File: src/hw/rtl/fsp_pkg.sv
// fsp_pkg: shared types and constants for the format specifier parser
// parse phases, status and size codes, result record, conversion rule check
// no dependencies
package fsp_pkg;

    localparam int NumWidth = 63;

    typedef enum logic [3:0] {
        PH_TEXT    = 4'd0,
        PH_DISCARD = 4'd1,
        PH_FLAGS   = 4'd2,
        PH_WDIG    = 4'd3,
        PH_WSTAR   = 4'd4,
        PH_DOT     = 4'd5,
        PH_PDIG    = 4'd6,
        PH_PSTAR   = 4'd7,
        PH_LH      = 4'd8,
        PH_LL      = 4'd9,
        PH_LW      = 4'd10,
        PH_LWDIG   = 4'd11,
        PH_CONV    = 4'd12
    } phase_t;

    localparam logic [1:0] ST_OK       = 2'd0;
    localparam logic [1:0] ST_INVALID  = 2'd1;
    localparam logic [1:0] ST_OVERFLOW = 2'd2;
    localparam logic [1:0] ST_END      = 2'd3;

    localparam logic [1:0] KIND_NONE = 2'd0;
    localparam logic [1:0] KIND_LIT  = 2'd1;
    localparam logic [1:0] KIND_ARG  = 2'd2;

    localparam logic [3:0] SZ_NONE = 4'd0;
    localparam logic [3:0] SZ_HH   = 4'd1;
    localparam logic [3:0] SZ_H    = 4'd2;
    localparam logic [3:0] SZ_L    = 4'd3;
    localparam logic [3:0] SZ_LL   = 4'd4;
    localparam logic [3:0] SZ_BIGL = 4'd5;
    localparam logic [3:0] SZ_W8   = 4'd6;
    localparam logic [3:0] SZ_W16  = 4'd7;
    localparam logic [3:0] SZ_W32  = 4'd8;
    localparam logic [3:0] SZ_W64  = 4'd9;

    localparam logic [4:0] FL_MINUS = 5'b00001;
    localparam logic [4:0] FL_PLUS  = 5'b00010;
    localparam logic [4:0] FL_SPACE = 5'b00100;
    localparam logic [4:0] FL_HASH  = 5'b01000;
    localparam logic [4:0] FL_ZERO  = 5'b10000;

    typedef struct packed {
        logic [1:0]          status;
        logic [4:0]          flag_set;
        logic [1:0]          width_mode;
        logic [NumWidth-1:0] width_amount;
        logic [1:0]          precision_mode;
        logic [NumWidth-1:0] precision_amount;
        logic [3:0]          size_code;
        logic [7:0]          conversion_char;
        logic                string_done;
    } result_t;

    function automatic logic size_is_int(input logic [3:0] s);
        return (s != SZ_L) && (s != SZ_BIGL);
    endfunction

    // size and flag rules per conversion byte
    function automatic logic conv_ok(input logic [7:0] c, input logic [3:0] s,
                                     input logic [4:0] fl, input logic hasw,
                                     input logic hasp);
        logic minus_only;
        minus_only = (fl & ~FL_MINUS) == 5'd0;
        case (c)
            "d", "i", "u", "o", "x", "X", "b", "B":
                return size_is_int(s);
            "f", "F", "e", "E", "g", "G", "a", "A":
                return (s == SZ_NONE) || (s == SZ_BIGL);
            "c":
                return ((s == SZ_NONE) || (s == SZ_L)) && !hasp && minus_only;
            "s":
                return ((s == SZ_NONE) || (s == SZ_L)) && minus_only;
            "p":
                return (s == SZ_NONE) && !hasp && minus_only;
            "n":
                return size_is_int(s) && (fl == 5'd0) && !hasw && !hasp;
            "%":
                return (s == SZ_NONE) && (fl == 5'd0) && !hasw && !hasp;
            default:
                return 1'b0;
        endcase
    endfunction

endpackage

File: src/hw/rtl/fsp_in_stage.sv
// fsp_in_stage: input register for the format byte stream
// holds one byte until the parser takes it; uses fsp_pkg-free plain logic
module fsp_in_stage (
    input  logic       clk,
    input  logic       rst_n,
    input  logic       format_valid,
    output logic       format_ready,
    input  logic [7:0] format_byte,
    input  logic       take,
    output logic       held_valid,
    output logic [7:0] held_byte
);

    logic       valid_reg;
    logic       valid_next;
    logic [7:0] byte_reg;

    assign format_ready = !valid_reg || take;
    assign valid_next   = (format_valid && format_ready) ? 1'b1
                        : (take ? 1'b0 : valid_reg);

    always_ff @(posedge clk or negedge rst_n)
    begin
        if (!rst_n)
            valid_reg <= 1'b0;
        else
            valid_reg <= valid_next;
    end

    always_ff @(posedge clk)
    begin
        if (format_valid && format_ready)
            byte_reg <= format_byte;
    end

    assign held_valid = valid_reg;
    assign held_byte  = byte_reg;

endmodule

File: src/hw/rtl/fsp_parser.sv
// fsp_parser: specifier state machine, one byte per step
// holds the parse context and forms at most one result per byte; uses fsp_pkg
module fsp_parser (
    input  logic                clk,
    input  logic                rst_n,
    input  logic                step,
    input  logic [7:0]          byte_in,
    output logic                res_valid,
    output fsp_pkg::result_t    res
);

    localparam int NW = fsp_pkg::NumWidth;

    fsp_pkg::phase_t phase_reg, phase_next;
    logic [4:0]    flags_reg, flags_next;
    logic [1:0]    wkind_reg, wkind_next;
    logic [NW-1:0] wheld_reg, wheld_next;
    logic [1:0]    pkind_reg, pkind_next;
    logic [NW-1:0] pheld_reg, pheld_next;
    logic [3:0]    size_reg, size_next;
    logic [NW-1:0] acc_reg, acc_next;
    logic          ovf_reg, ovf_next;
    logic          lead_reg, lead_next;

    logic          dig;
    logic [NW+3:0] acc_sum;
    logic          acc_ok;
    logic [NW-1:0] acc_new;
    logic [NW-1:0] dig_val;

    logic          do_prec, do_size, do_conv, emit;
    logic [1:0]    emit_code;

    assign dig     = (byte_in >= "0") && (byte_in <= "9");
    assign dig_val = {{(NW-4){1'b0}}, byte_in[3:0]};
    // times ten as two shifts, plus the digit
    assign acc_sum = {1'b0, acc_reg, 3'b000} + {3'b000, acc_reg, 1'b0}
                   + {4'b0000, dig_val};
    assign acc_ok  = acc_sum[NW+3:NW] == 4'd0;
    assign acc_new = acc_sum[NW-1:0];

    always_ff @(posedge clk or negedge rst_n)
    begin
        if (!rst_n)
        begin
            phase_reg <= fsp_pkg::PH_TEXT;
            flags_reg <= '0;
            wkind_reg <= '0;
            wheld_reg <= '0;
            pkind_reg <= '0;
            pheld_reg <= '0;
            size_reg  <= '0;
            acc_reg   <= '0;
            ovf_reg   <= 1'b0;
            lead_reg  <= 1'b0;
        end
        else if (step)
        begin
            phase_reg <= phase_next;
            flags_reg <= flags_next;
            wkind_reg <= wkind_next;
            wheld_reg <= wheld_next;
            pkind_reg <= pkind_next;
            pheld_reg <= pheld_next;
            size_reg  <= size_next;
            acc_reg   <= acc_next;
            ovf_reg   <= ovf_next;
            lead_reg  <= lead_next;
        end
    end

    always_comb
    begin
        phase_next = phase_reg;
        flags_next = flags_reg;
        wkind_next = wkind_reg;
        wheld_next = wheld_reg;
        pkind_next = pkind_reg;
        pheld_next = pheld_reg;
        size_next  = size_reg;
        acc_next   = acc_reg;
        ovf_next   = ovf_reg;
        lead_next  = dig ? lead_reg : 1'b0;
        do_prec    = 1'b0;
        do_size    = 1'b0;
        do_conv    = 1'b0;
        emit       = 1'b0;
        emit_code  = fsp_pkg::ST_OK;
        res_valid  = 1'b0;
        res        = '0;

        case (phase_reg)
            fsp_pkg::PH_TEXT:
            begin
                if (byte_in == 8'd0)
                begin
                    emit      = 1'b1;
                    emit_code = fsp_pkg::ST_END;
                end
                else if (byte_in == "%")
                begin
                    flags_next = '0;
                    wkind_next = fsp_pkg::KIND_NONE;
                    wheld_next = '0;
                    pkind_next = fsp_pkg::KIND_NONE;
                    pheld_next = '0;
                    size_next  = fsp_pkg::SZ_NONE;
                    acc_next   = '0;
                    ovf_next   = 1'b0;
                    lead_next  = 1'b1;
                    phase_next = fsp_pkg::PH_FLAGS;
                end
            end
            fsp_pkg::PH_DISCARD:
            begin
                if (byte_in == 8'd0)
                    phase_next = fsp_pkg::PH_TEXT;
            end
            fsp_pkg::PH_FLAGS:
            begin
                case (byte_in)
                    "-": flags_next = flags_reg | fsp_pkg::FL_MINUS;
                    "+": flags_next = flags_reg | fsp_pkg::FL_PLUS;
                    " ": flags_next = flags_reg | fsp_pkg::FL_SPACE;
                    "#": flags_next = flags_reg | fsp_pkg::FL_HASH;
                    "0": flags_next = flags_reg | fsp_pkg::FL_ZERO;
                    "*":
                    begin
                        wkind_next = fsp_pkg::KIND_ARG;
                        phase_next = fsp_pkg::PH_WSTAR;
                    end
                    default:
                    begin
                        if (dig)
                        begin
                            wkind_next = fsp_pkg::KIND_LIT;
                            acc_next   = dig_val;
                            ovf_next   = 1'b0;
                            phase_next = fsp_pkg::PH_WDIG;
                        end
                        else
                            do_prec = 1'b1;
                    end
                endcase
            end
            fsp_pkg::PH_WDIG, fsp_pkg::PH_PDIG:
            begin
                if (ovf_reg)
                begin
                    if (!dig)
                    begin
                        emit      = 1'b1;
                        emit_code = (byte_in == "$") ? fsp_pkg::ST_INVALID
                                                     : fsp_pkg::ST_OVERFLOW;
                    end
                end
                else if (dig)
                begin
                    if (acc_ok)
                        acc_next = acc_new;
                    else if (lead_reg || phase_reg == fsp_pkg::PH_PDIG)
                        ovf_next = 1'b1;
                    else
                    begin
                        emit      = 1'b1;
                        emit_code = fsp_pkg::ST_OVERFLOW;
                    end
                end
                else if (phase_reg == fsp_pkg::PH_WDIG)
                begin
                    wheld_next = acc_reg;
                    do_prec    = 1'b1;
                end
                else if (byte_in == "$")
                begin
                    emit      = 1'b1;
                    emit_code = fsp_pkg::ST_INVALID;
                end
                else
                begin
                    pheld_next = acc_reg;
                    do_size    = 1'b1;
                end
            end
            fsp_pkg::PH_WSTAR, fsp_pkg::PH_PSTAR:
            begin
                if (dig)
                begin
                    emit      = 1'b1;
                    emit_code = fsp_pkg::ST_INVALID;
                end
                else if (phase_reg == fsp_pkg::PH_WSTAR)
                    do_prec = 1'b1;
                else
                    do_size = 1'b1;
            end
            fsp_pkg::PH_DOT:
            begin
                if (byte_in == "*")
                begin
                    pkind_next = fsp_pkg::KIND_ARG;
                    phase_next = fsp_pkg::PH_PSTAR;
                end
                else
                begin
                    pkind_next = fsp_pkg::KIND_LIT;
                    if (dig)
                    begin
                        acc_next   = dig_val;
                        ovf_next   = 1'b0;
                        phase_next = fsp_pkg::PH_PDIG;
                    end
                    else
                        do_size = 1'b1;
                end
            end
            fsp_pkg::PH_LH:
            begin
                if (byte_in == "h")
                begin
                    size_next  = fsp_pkg::SZ_HH;
                    phase_next = fsp_pkg::PH_CONV;
                end
                else
                    do_conv = 1'b1;
            end
            fsp_pkg::PH_LL:
            begin
                if (byte_in == "l")
                begin
                    size_next  = fsp_pkg::SZ_LL;
                    phase_next = fsp_pkg::PH_CONV;
                end
                else
                    do_conv = 1'b1;
            end
            fsp_pkg::PH_LW:
            begin
                if (!dig)
                begin
                    emit      = 1'b1;
                    emit_code = fsp_pkg::ST_INVALID;
                end
                else
                begin
                    acc_next   = dig_val;
                    ovf_next   = 1'b0;
                    phase_next = fsp_pkg::PH_LWDIG;
                end
            end
            fsp_pkg::PH_LWDIG:
            begin
                if (dig)
                begin
                    if (acc_ok)
                        acc_next = acc_new;
                    else
                    begin
                        emit      = 1'b1;
                        emit_code = fsp_pkg::ST_OVERFLOW;
                    end
                end
                else
                begin
                    do_conv = 1'b1;
                    if (acc_reg == NW'(8))
                        size_next = fsp_pkg::SZ_W8;
                    else if (acc_reg == NW'(16))
                        size_next = fsp_pkg::SZ_W16;
                    else if (acc_reg == NW'(32))
                        size_next = fsp_pkg::SZ_W32;
                    else if (acc_reg == NW'(64))
                        size_next = fsp_pkg::SZ_W64;
                    else
                    begin
                        do_conv   = 1'b0;
                        emit      = 1'b1;
                        emit_code = fsp_pkg::ST_INVALID;
                    end
                end
            end
            fsp_pkg::PH_CONV:
                do_conv = 1'b1;
            default:
                phase_next = fsp_pkg::PH_TEXT;
        endcase

        // fall-through chain: precision, then size, then conversion
        if (do_prec)
        begin
            if (byte_in == ".")
                phase_next = fsp_pkg::PH_DOT;
            else
                do_size = 1'b1;
        end

        if (do_size)
        begin
            case (byte_in)
                "h":
                begin
                    size_next  = fsp_pkg::SZ_H;
                    phase_next = fsp_pkg::PH_LH;
                end
                "l":
                begin
                    size_next  = fsp_pkg::SZ_L;
                    phase_next = fsp_pkg::PH_LL;
                end
                "L":
                begin
                    size_next  = fsp_pkg::SZ_BIGL;
                    phase_next = fsp_pkg::PH_CONV;
                end
                "w":
                    phase_next = fsp_pkg::PH_LW;
                "j", "z", "t":
                begin
                    emit      = 1'b1;
                    emit_code = fsp_pkg::ST_INVALID;
                end
                default:
                    do_conv = 1'b1;
            endcase
        end

        if (do_conv)
        begin
            if (byte_in == 8'd0
                || !fsp_pkg::conv_ok(byte_in, size_next, flags_next,
                                     wkind_next != fsp_pkg::KIND_NONE,
                                     pkind_next != fsp_pkg::KIND_NONE))
            begin
                emit      = 1'b1;
                emit_code = fsp_pkg::ST_INVALID;
            end
            else
            begin
                res_valid            = 1'b1;
                res.status           = fsp_pkg::ST_OK;
                res.flag_set         = flags_next;
                res.width_mode       = wkind_next;
                res.width_amount     = wheld_next;
                res.precision_mode   = pkind_next;
                res.precision_amount = pheld_next;
                res.size_code        = size_next;
                res.conversion_char  = byte_in;
                res.string_done      = 1'b0;
                phase_next           = fsp_pkg::PH_TEXT;
            end
        end

        if (emit)
        begin
            res_valid       = 1'b1;
            res             = '0;
            res.status      = emit_code;
            res.string_done = 1'b1;
            phase_next      = (byte_in == 8'd0 || emit_code == fsp_pkg::ST_END)
                            ? fsp_pkg::PH_TEXT : fsp_pkg::PH_DISCARD;
            ovf_next        = 1'b0;
            lead_next       = 1'b0;
        end
    end

endmodule

File: src/hw/rtl/format_specifier_parser.sv
// format_specifier_parser: top level of the printf-style specifier parser
// input register, parser state machine and result register; uses fsp_pkg,
// fsp_in_stage and fsp_parser
//
// Feed the format string one byte per transaction, a zero byte ending each
// string. The block takes one byte every cycle unless the format side stalls:
// a byte is held in the input register, is parsed against the held specifier
// context in a single pass, and any result is written to the result register
// as the byte leaves the input register. Each byte yields no result or one: a
// parsed specifier, an error, or a clean end of string. After an error, bytes
// are dropped up to and including the next zero. The format side stalls only
// while a result waits and the input register is also full.
module format_specifier_parser (
    input  logic        clk,
    input  logic        rst_n,
    input  logic        format_valid,
    output logic        format_ready,
    input  logic [7:0]  format_byte,
    output logic        result_valid,
    input  logic        result_ready,
    output logic [1:0]  status,
    output logic [4:0]  flag_set,
    output logic [1:0]  width_mode,
    output logic [62:0] width_amount,
    output logic [1:0]  precision_mode,
    output logic [62:0] precision_amount,
    output logic [3:0]  size_code,
    output logic [7:0]  conversion_char,
    output logic        string_done
);

    logic             held_valid;
    logic [7:0]       held_byte;
    logic             advance;
    logic             step_valid;
    fsp_pkg::result_t step_res;

    logic             out_valid_reg, out_valid_next;
    fsp_pkg::result_t out_reg;

    // a byte moves on when the result slot is free or being emptied
    assign advance = held_valid && (!out_valid_reg || result_ready);

    fsp_in_stage u_in (
        .clk          (clk),
        .rst_n        (rst_n),
        .format_valid (format_valid),
        .format_ready (format_ready),
        .format_byte  (format_byte),
        .take         (advance),
        .held_valid   (held_valid),
        .held_byte    (held_byte)
    );

    fsp_parser u_parser (
        .clk       (clk),
        .rst_n     (rst_n),
        .step      (advance),
        .byte_in   (held_byte),
        .res_valid (step_valid),
        .res       (step_res)
    );

    assign out_valid_next = advance ? step_valid
                          : (result_ready ? 1'b0 : out_valid_reg);

    always_ff @(posedge clk or negedge rst_n)
    begin
        if (!rst_n)
            out_valid_reg <= 1'b0;
        else
            out_valid_reg <= out_valid_next;
    end

    always_ff @(posedge clk)
    begin
        if (advance && step_valid)
            out_reg <= step_res;
    end

    assign result_valid     = out_valid_reg;
    assign status           = out_reg.status;
    assign flag_set         = out_reg.flag_set;
    assign width_mode       = out_reg.width_mode;
    assign width_amount     = out_reg.width_amount;
    assign precision_mode   = out_reg.precision_mode;
    assign precision_amount = out_reg.precision_amount;
    assign size_code        = out_reg.size_code;
    assign conversion_char  = out_reg.conversion_char;
    assign string_done      = out_reg.string_done;

endmodule
File: config.mk
export PLATFORM = sky130hd
export DESIGN_NAME = format_specifier_parser
export DESIGN_NICKNAME = d
export VERILOG_FILES = /design/src/hw/rtl/fsp_pkg.sv /design/src/hw/rtl/fsp_in_stage.sv /design/src/hw/rtl/fsp_parser.sv /design/src/hw/rtl/format_specifier_parser.sv
export SDC_FILE = /design/constraint.sdc
export NUM_CORES = 1
export LEC_CHECK = 0
export BUFFER_PORTS_ARGS = -buffer_cell sky130_fd_sc_hd__buf_4
export CAP_MARGIN = 20
export CORE_ASPECT_RATIO = 1.25
export CORE_MARGIN = 1.5
export CORE_UTILIZATION = 66
export DETAILED_ROUTE_END_ITERATION = 16
export GPL_ROUTABILITY_DRIVEN = 0
export PLACE_DENSITY = 0.91
export SETUP_SLACK_MARGIN = 0.02
export SLEW_MARGIN = 20
export SYNTH_ARGS = -nofsm -noshare
export SYNTH_HDL_FRONTEND = slang
export SYNTH_HIERARCHICAL = 1
export SYNTH_SLANG_ARGS = --single-unit
File: constraint.sdc
create_clock -name clk -period 18.3 [get_ports clk]
set_clock_uncertainty 0.15 [all_clocks]
set_input_delay 2.745 -clock clk [delete_from_list [all_inputs] [get_ports clk]]
set_output_delay 2.745 -clock clk [all_outputs]
set_load 0.01 [all_outputs]
---- Word level (Yosys, flattened, before mapping) ----
Index checks and enable logic that the tools add are counted.
Widths: inputs -> output; s select.
word-level totals
  flip-flop bits (word level) ............. 368
  bits in latches ......................... 0
  RAM bits ................................ 0
  ROM bits ................................ 0
  bits of input ports ..................... 12
  output and inout bits ................... 152
  logic and storage cells ................. 308
  memories kept ........................... 0
operators by class
  add/subtract/negate cells ............... 2
  multiply operators ...................... 0
  divide/modulo/power cells ............... 0
  magnitude comparators ................... 2
  equality and inequality tests ........... 66
  shifts and indexed selects .............. 0
  mux-type cells .......................... 163
  bitwise operators ....................... 1
  reductions and logical operators ........ 52
operators by type and width
  operator             number
  $mux 63              19
  $pmux 63 s6          1
  $mux 150             2
  $pmux 63 s2          2
  $eq 8x7->1 const B   27
  $mux 148             1
  $mux 4               25
  $eq 8x6->1 const B   9
  $mux 1               71
  $add 66x64->67       1
  $add 67x4->67        1
  $eq 63x4->1 const B  1
  $eq 63x5->1 const B  1
  $eq 63x6->1 const B  1
  $eq 63x7->1 const B  1
  $mux 2               23
  $pmux 4 s4           2
  $pmux 4 s8           1
  $pmux 5 s5           1
  $eq 4x3->1 const B   5
  $eq 4x4->1 const B   5
  $logic_and 1x1->1    16
  $reduce_or 8->1      2
  $eq 4x2->1 const B   3
  35 further kinds     65

---- Longest topological paths before layout ----
Gate-level depths: netlist of run 1.
  depth in word-level cells ............... 24
  mapped depth ............................ 17
  depth with buffers taken out ............ 16

---- Hierarchy ----
Netlist of run 1, hierarchy kept.
by module, submodules not included
  module                   times used  cells each  area each (sq um)  seq. area each (sq um)
  fsp_parser               1           1,860       16,410.7           5,205.0
  format_specifier_parser  1           156         4,573.1            4,529.3
  fsp_in_stage             1           12          294.0              265.3

---- Least setup slack after synthesis of run 1 ----
OpenSTA, ideal clock, no wires.
  path type ............................... register -> register
  start point ............................. register u_in.byte_reg[3], in the netlist u_in/held_byte[3]
  end point ............................... register out_reg (netlist bit conversion_char[0]), enable pin
  setup time .............................. 0.460 ns
  arrival time ............................ 6.036 ns
  data required time ...................... 17.690 ns
  slack ................................... 11.654 ns
  stages on the path, launching flop included .. 18
  path buffers ............................ 1
  clock period less this slack ............ 6.646 ns
  cell sequence ........................... edfxtp_1 -> buf_2 -> inv_1 -> fa_1 -> inv_1 -> fa_1 -> a21o_1 -> a221oi_1 -> or3b_2 -> a31oi_1 -> a211o_1 -> o21a_1 -> a41oi_1 -> xor2_1 -> nand4_1 -> a211o_1 -> nand2_1 -> nor2b_4
between the ends
  cells in the longest elaborated chain, start to end .. 22
  elaborated cells between the ends (all ways) .. 137
  those cells by class .................... add/sub: 1; order compare: 2; eq/ne: 40; mux: 61; reduce/logical: 33
RTL lines
  what                                                 RTL line                       RTL
  start: declaration                                   fsp_in_stage.sv:16             logic [7:0] byte_reg;
  start signal: assignment                             fsp_in_stage.sv:33             byte_reg <= format_byte;
  branches (longest 20 deep; another with $ge 8x6->1)  n/a
  $mux 1 *                                             fsp_parser.sv:353              if (emit)
  net step_valid                                       format_specifier_parser.sv:35  logic step_valid;
  $logic_and 1x1->1 *                                  format_specifier_parser.sv:77  if (advance && step_valid)
  end signal: assignment                               format_specifier_parser.sv:78  out_reg <= step_res;
  end: declaration                                     format_specifier_parser.sv:39  fsp_pkg::result_t out_reg;
Mark *: on every way through the listed nets, which the timed path passes. The select of a mux whose other input is x is not followed.
A chain may end at the register's enable or synchronous reset.

---- Worst setup path in the final report of run 1 ----
  start point ............................. register u_in.byte_reg[3], in the netlist u_in/held_byte[3]
  end point ............................... register out_reg (netlist bit width_amount[33]), enable pin
Same word-level chain as after synthesis.

==> results of run 1 <==
per-stage QoR:
stage	instance area (µm²)	setup WS, ns
final	23700	10.94
after global placement	22500	11.42
after global routing	23700	10.49
after CTS	23700	11.08
after floorplan	21300	11.65
after detailed placement	22500	11.15
routing by layer:
metal	global-route usage, %	share of wire, %	vias up	wire length (µm)
li1	-	-	7812	-
met1	40.8	35	8471	20100
met2	57.4	49	1229	28000
met3	6.49	9.1	336	5170
met4	19.8	6.0	0	3430
met5	0	0	-	0
path summary, 6_finish.rpt:
check	startpoint	endpoint	slack, ns	cells past startpoint
min in group asynchronous	rst_n	u_parser/wheld_reg[29]$_DFFE_PN0P_	2.06	1
max in group asynchronous	rst_n	u_parser/pheld_reg[61]$_DFFE_PN0P_	14.58	2
worst max-delay path	u_in/held_byte[3]$_DFFE_PP_	width_amount[33]$_DFFE_PP_	10.94	18
worst max register to register	u_in/held_byte[3]$_DFFE_PP_	width_amount[33]$_DFFE_PP_	10.94	18
worst min register to register	u_parser/wheld_reg[22]$_DFFE_PN0P_	u_parser/wheld_reg[22]$_DFFE_PN0P_	0.35	1
worst min-delay path	u_parser/wheld_reg[22]$_DFFE_PN0P_	u_parser/wheld_reg[22]$_DFFE_PN0P_	0.35	1
report_power, final:
group | internal, W | switching (W) | total [W]
logic | 0.000256 | 0.000518 | 0.000774
registers | 0.00102 | 0.0000702 | 0.00109
clock network | 0.000421 | 0.000317 | 0.000739
total | 0.00170 | 0.000906 | 0.00260
logic make-up after synthesis:
logic type | after synthesis | share of synthesized area [%]
AOI/OAI and AO/OA | 621 | 21.2
buffers and inverters | 183 | 3.72
other | 1 | 0.0176
and+or+nand+nor | 596 | 13.4
adders and majority gates | 127 | 7.54
xor gates and xnor gates | 66 | 2.72
muxes | 66 | 4.40
DFF | 368 | 47.0
cell usage after synthesis, drive strengths merged, types with 25 or more instances:
cell	n
a21o	33
a22o	131
a21oi	93
nand2	104
edfxtp	158
a22oi	132
clkbuf	114
xnor2	35
o21ai	75
buf	37
mux2	59
inv	30
nor3	32
nand3	30
dfrtp	210
xor2	31
nor2	266
nand4	25
ha	125
layout make-up:
type / instances / area, µm²
fill: 2046 / 8070
multi-input combinational: 1477 / 10500
clock buffer: 47 / 1010
clock inverter: 16 / 146
inverter: 32 / 120
timing repair buffer: 182 / 1380
sequential: 368 / 10000
tap: 412 / 515
==> run summary, run 1 <==
Worst-path clk slew: 0.06 ns
Vias: 17,800
Longest Clk Path Bufs: 3
io pins: 164
syn_nets: 2,167
placed insts: 2,471
Via density: 7.04
Final nets: 2,235
DPL Wire Length: 35.9 mm
die area: 33,300 µm²
layout cell share with drive strength beyond 1: 15.2%
status: complete, no violations
Netlist cell types: 85
Sum Neg Setup Slack: 0 ns
most common cell after layout, fill and taps aside: nor2_1
Die Span Y: 204 µm
commonest non-fill, non-tap cells in the layout: 264 x nor2_1, 210 x dfrtp_1, 180 x buf_4
number of global-route vias before repair: 17,700
setup bufs post-CTS: 0
Post-CTS Resized: 0
Congestion Overflow GR: 0
final setup vio count: 0
Max VDD drop: 0.0969 mV
port bufs: 163
final hold vios: 0
initial antenna violation count: 0
# clock sinks: 368
Slew Limit Fails: 0
CP Cell Sequence: inv_1 -> fa_1 -> inv_1 -> fa_1 -> a21o_1 -> a221oi_1 -> or3b_2 -> a31oi_1 -> a211o_1 -> o21a_1 -> a41oi_1 -> xor2_1 -> nand4_1 -> a211o_1 -> nand2_1 -> nor2b_4 -> buf_4 -> buf_4
DRT Pass-1 Iters: 8
slowest CP cell: buf_4
DRC violations left: 0
Tot Pwr: 0.00260 W
largest net degree at the start of global routing: 84
Synth Instances: 2,028
Initial Util: 66.9%
Hold Crit Class: reg2reg
minimum clock period: 7.36 ns
Post-synth EDFFs: 158
worst hold slack: 0.351 ns
clock network latency to the later pin of the worst-skew pair: 0.55 ns
Synthesis Warnings: 6
fraction of registers with async set/reset: 57.1%
final cell count without fillers: 2,534
Worst Tran Pin Value: 1.14 ns
Final ANT Viol Nets: 0
GRT Util Overall: 34.1%
core footprint: 31,800 µm²
Detailed Route Iter0 Violations: 1,906
Post-CTS Hold Buffers: 0
P&R area growth vs syn: 11.5%
final worst-path cycle share: 40.2%
unrepaired setup endpoints after global routing: no
CP top delay family: compound AO/OA/AOI/OAI gates
max cap viols: 0
row count: 73
Mapped Avg Cell Area: 10.5 µm²
root buffer cell: clkbuf_16
H-Tree Depth: 2
Post-Route WL: 56.7 mm
Fmax: 0.136 GHz
crit-path max cell delay: 0.86 ns
CTS tree: done
final design utilization: 74.6%
diode count: 0
leak pwr: 10.2 nW
CP Data Arrival Time: 7.36 ns
area leader, netlist: dfrtp_1
Seq cells post-synth: 368
Synth area leaders: dfrtp_1 25%, edfxtp_1 22%, ha_1 7.4%
synthesized area: 21,300 µm²
sequential share of the synthesized area: 47.0%
CTS Buf Count: 35
Worst Path Required: 18.30 ns
worst relative slew slack: 23.2%
Startpoint Class: register
Buf/Inv on CP: 4
Main synth FF type: dfrtp_1
Setup CP Type: reg2reg
crit end category: register
Max FO, Critical Path: 80
pwr/cell area: 110 nW/µm²
width of the chip: 164 µm
WL/cell: 22.4 µm
first-pass GRT wire length: 90.3 mm
area share of the largest cell type after synthesis: 24.7%
Note: power is estimated with default switching activity, not from simulation.
==> run 2, diff against run 1 <==
CORE_UTILIZATION = 55   (was 66)
PLACE_DENSITY = 0.82   (was 0.91)
clock period = 6.2 ns   (was 18.3 ns; I/O delays follow)
==> run summary, run 2 (synthesis gave the netlist of run 1 again) <==
first-pass GRT wire length: 88.3 mm (was 90.3 mm)
Worst Path Required: 6.27 ns (was 18.30 ns)
Vias: 17,500 (was 17,800)
DRC violations left: 0 (unchanged)
Max FO, Critical Path: 64 (was 80)
Max VDD drop: 0.304 mV (was 0.0969 mV)
root buffer cell: clkbuf_16 (unchanged)
worst hold slack: 0.227 ns (was 0.351 ns)
Sum Neg Setup Slack: 0 ns (unchanged)
Hold Crit Class: in2async (was reg2reg)
diode count: 0 (unchanged)
placed insts: 2,560 (was 2,471)
core footprint: 38,100 µm² (was 31,800 µm²)
CTS tree: done (unchanged)
leak pwr: 10.3 nW (was 10.2 nW)
Congestion Overflow GR: 0 (unchanged)
final cell count without fillers: 2,630 (was 2,534)
die area: 39,900 µm² (was 33,300 µm²)
Worst-path clk slew: 0.07 ns (was 0.06 ns)
Die Span Y: 223 µm (was 204 µm)
crit end category: register (unchanged)
layout cell share with drive strength beyond 1: 16.1% (was 15.2%)
largest net degree at the start of global routing: 142 (was 84)
R2R Setup Slk: 0.84 ns (was 10.94 ns)
Setup CP Type: reg2reg (unchanged)
unrepaired setup endpoints after global routing: no (unchanged)
CP startpoint: u_in/held_byte[2]$_DFFE_PP_ (was u_in/held_byte[3]$_DFFE_PP_)
WL/cell: 20.9 µm (was 22.4 µm)
GRT Util Overall: 27.5% (was 34.1%)
Final ANT Viol Nets: 0 (unchanged)
Worst Tran Pin Value: 1.03 ns (was 1.14 ns)
CTS Buf Count: 38 (was 35)
Detailed Route Iter0 Violations: 2,075 (was 1,906)
commonest non-fill, non-tap cells in the layout: 264 x nor2_1, 210 x dfrtp_1, 186 x buf_4 (was 264 x nor2_1, 210 x dfrtp_1, 180 x buf_4)
fin area: 24,100 µm² (was 23,700 µm²)
most common cell after layout, fill and taps aside: nor2_1 (unchanged)
post-place setup slack: 0.864 ns (was 11.15 ns)
Startpoint Class: register (unchanged)
crit-path max cell delay: 0.75 ns (was 0.86 ns)
port bufs: 163 (unchanged)
setup bufs post-CTS: 0 (unchanged)
Post-Route WL: 55.0 mm (was 56.7 mm)
status: complete, no violations (unchanged)
Initial Util: 55.8% (was 66.9%)
clock network latency to the later pin of the worst-skew pair: 0.57 ns (was 0.55 ns)
Longest Clk Path Bufs: 3 (unchanged)
Slew Limit Fails: 0 (unchanged)
pwr/cell area: 330 nW/µm² (was 110 nW/µm²)
initial antenna violation count: 1 (was 0)
Fmax: 0.187 GHz (was 0.136 GHz)
DPL Wire Length: 36.1 mm (was 35.9 mm)
H-Tree Depth: 2 (unchanged)
max cap viols: 0 (unchanged)
CP Data Arrival Time: 5.43 ns (was 7.36 ns)
Post-CTS Hold Buffers: 0 (unchanged)
Final nets: 2,247 (was 2,235)
CP Cell Sequence: ha_1 -> ha_1 -> fa_2 -> a21o_1 -> a221oi_2 -> or3b_4 -> a31oi_1 -> a211o_1 -> o21a_1 -> a41oi_2 -> xor2_1 -> nand4_1 -> a211o_1 -> nand2_2 -> nor2b_4 -> buf_12 (was inv_1 -> fa_1 -> inv_1 -> fa_1 -> a21o_1 -> a221oi_1 -> or3b_2 -> a31oi_1 -> a211o_1 -> o21a_1 -> a41oi_1 -> xor2_1 -> nand4_1 -> a211o_1 -> nand2_1 -> nor2b_4 -> buf_4 -> buf_4)
final setup margin: 0.843 ns (was 10.94 ns)
Post-DP Area: 22,800 µm² (was 22,500 µm²)
number of global-route vias before repair: 17,100 (was 17,700)
final hold vios: 0 (unchanged)
width of the chip: 179 µm (was 164 µm)
io pins: 164 (unchanged)
minimum clock period: 5.36 ns (was 7.36 ns)
r2r startpoint: u_in/held_byte[2]$_DFFE_PP_ (was u_in/held_byte[3]$_DFFE_PP_)
final setup vio count: 0 (unchanged)
final worst-path cycle share: 86.4% (was 40.2%)
Post-CTS Resized: 0 (unchanged)
Via density: 6.64 (was 7.04)
P&R area growth vs syn: 13.4% (was 11.5%)
# clock sinks: 368 (unchanged)
worst relative slew slack: 30.7% (was 23.2%)
slowest CP cell: edfxtp_1 (was buf_4)
row count: 80 (was 73)
DRT Pass-1 Iters: 6 (was 8)
-- run 2: worst paths after layout --
check | endpoint | cells past startpoint
max | width_amount[45]$_DFFE_PP_ | 16
min | u_parser/pheld_reg[22]$_DFFE_PN0P_ | 1
max reg2reg | width_amount[45]$_DFFE_PP_ | 16
min reg2reg | u_parser/pheld_reg[1]$_DFFE_PN0P_ | 1
max in group asynchronous | u_parser/acc_reg[61]$_DFFE_PN0P_ | 2
min in group clk | u_parser/pheld_reg[1]$_DFFE_PN0P_ | 1
-- run 2: worst max-delay path: cells and delay by family (launching register included) --
| kind | cells | cell delay, ns |
|---|---|---|
| compound gates | 7 | 1.73 |
| xor+xnor | 1 | 0.11 |
| fa+ha+maj | 3 | 1.00 |
| buf+inv | 1 | 0.34 |
| flops | 1 | 0.75 |
| simple gates | 4 | 0.88 |
-- run 2: final cells by class --
cell class,count,area [µm²]
Timing Repair Buffer,191,1490
Fill cell,2925,14000
Tap cell,492,616
Sequential cell,368,10000
Inverter,32,120
Clock inverter,24,310
Clock buffer,46,1030
Multi-Input combinational cell,1477,10600
-- run 2: metrics by stage --
step | power [W] | utilization (%)
2_1_floorplan | 0.00460 | -
3_3_place_gp | 0.00546 | 59.7
3_5_place_dp | 0.00552 | 59.7
4_1_cts | 0.00798 | 63.3
5_1_grt | 0.00827 | 63.3
6_report | 0.00796 | 63.3
-- run 2: where the power goes --
part	switching (W)	internal [W]	leakage, nW
Sequential	0.000227	0.00300	4.43
Clock	0.000997	0.00145	0.646
Combinational	0.00149	0.000793	5.26
Total	0.00272	0.00524	10.3
-- run 2: per-layer routing --
| layer | track usage [%] | up-vias | routed length (µm) |
|---|---|---|---|
| li1 | - | 7849 | - |
| met1 | 35.1 | 8535 | 21700 |
| met2 | 46.2 | 882 | 27300 |
| met3 | 4.19 | 191 | 4020 |
| met4 | 11.4 | 2 | 1990 |
| met5 | 0 | - | 11 |
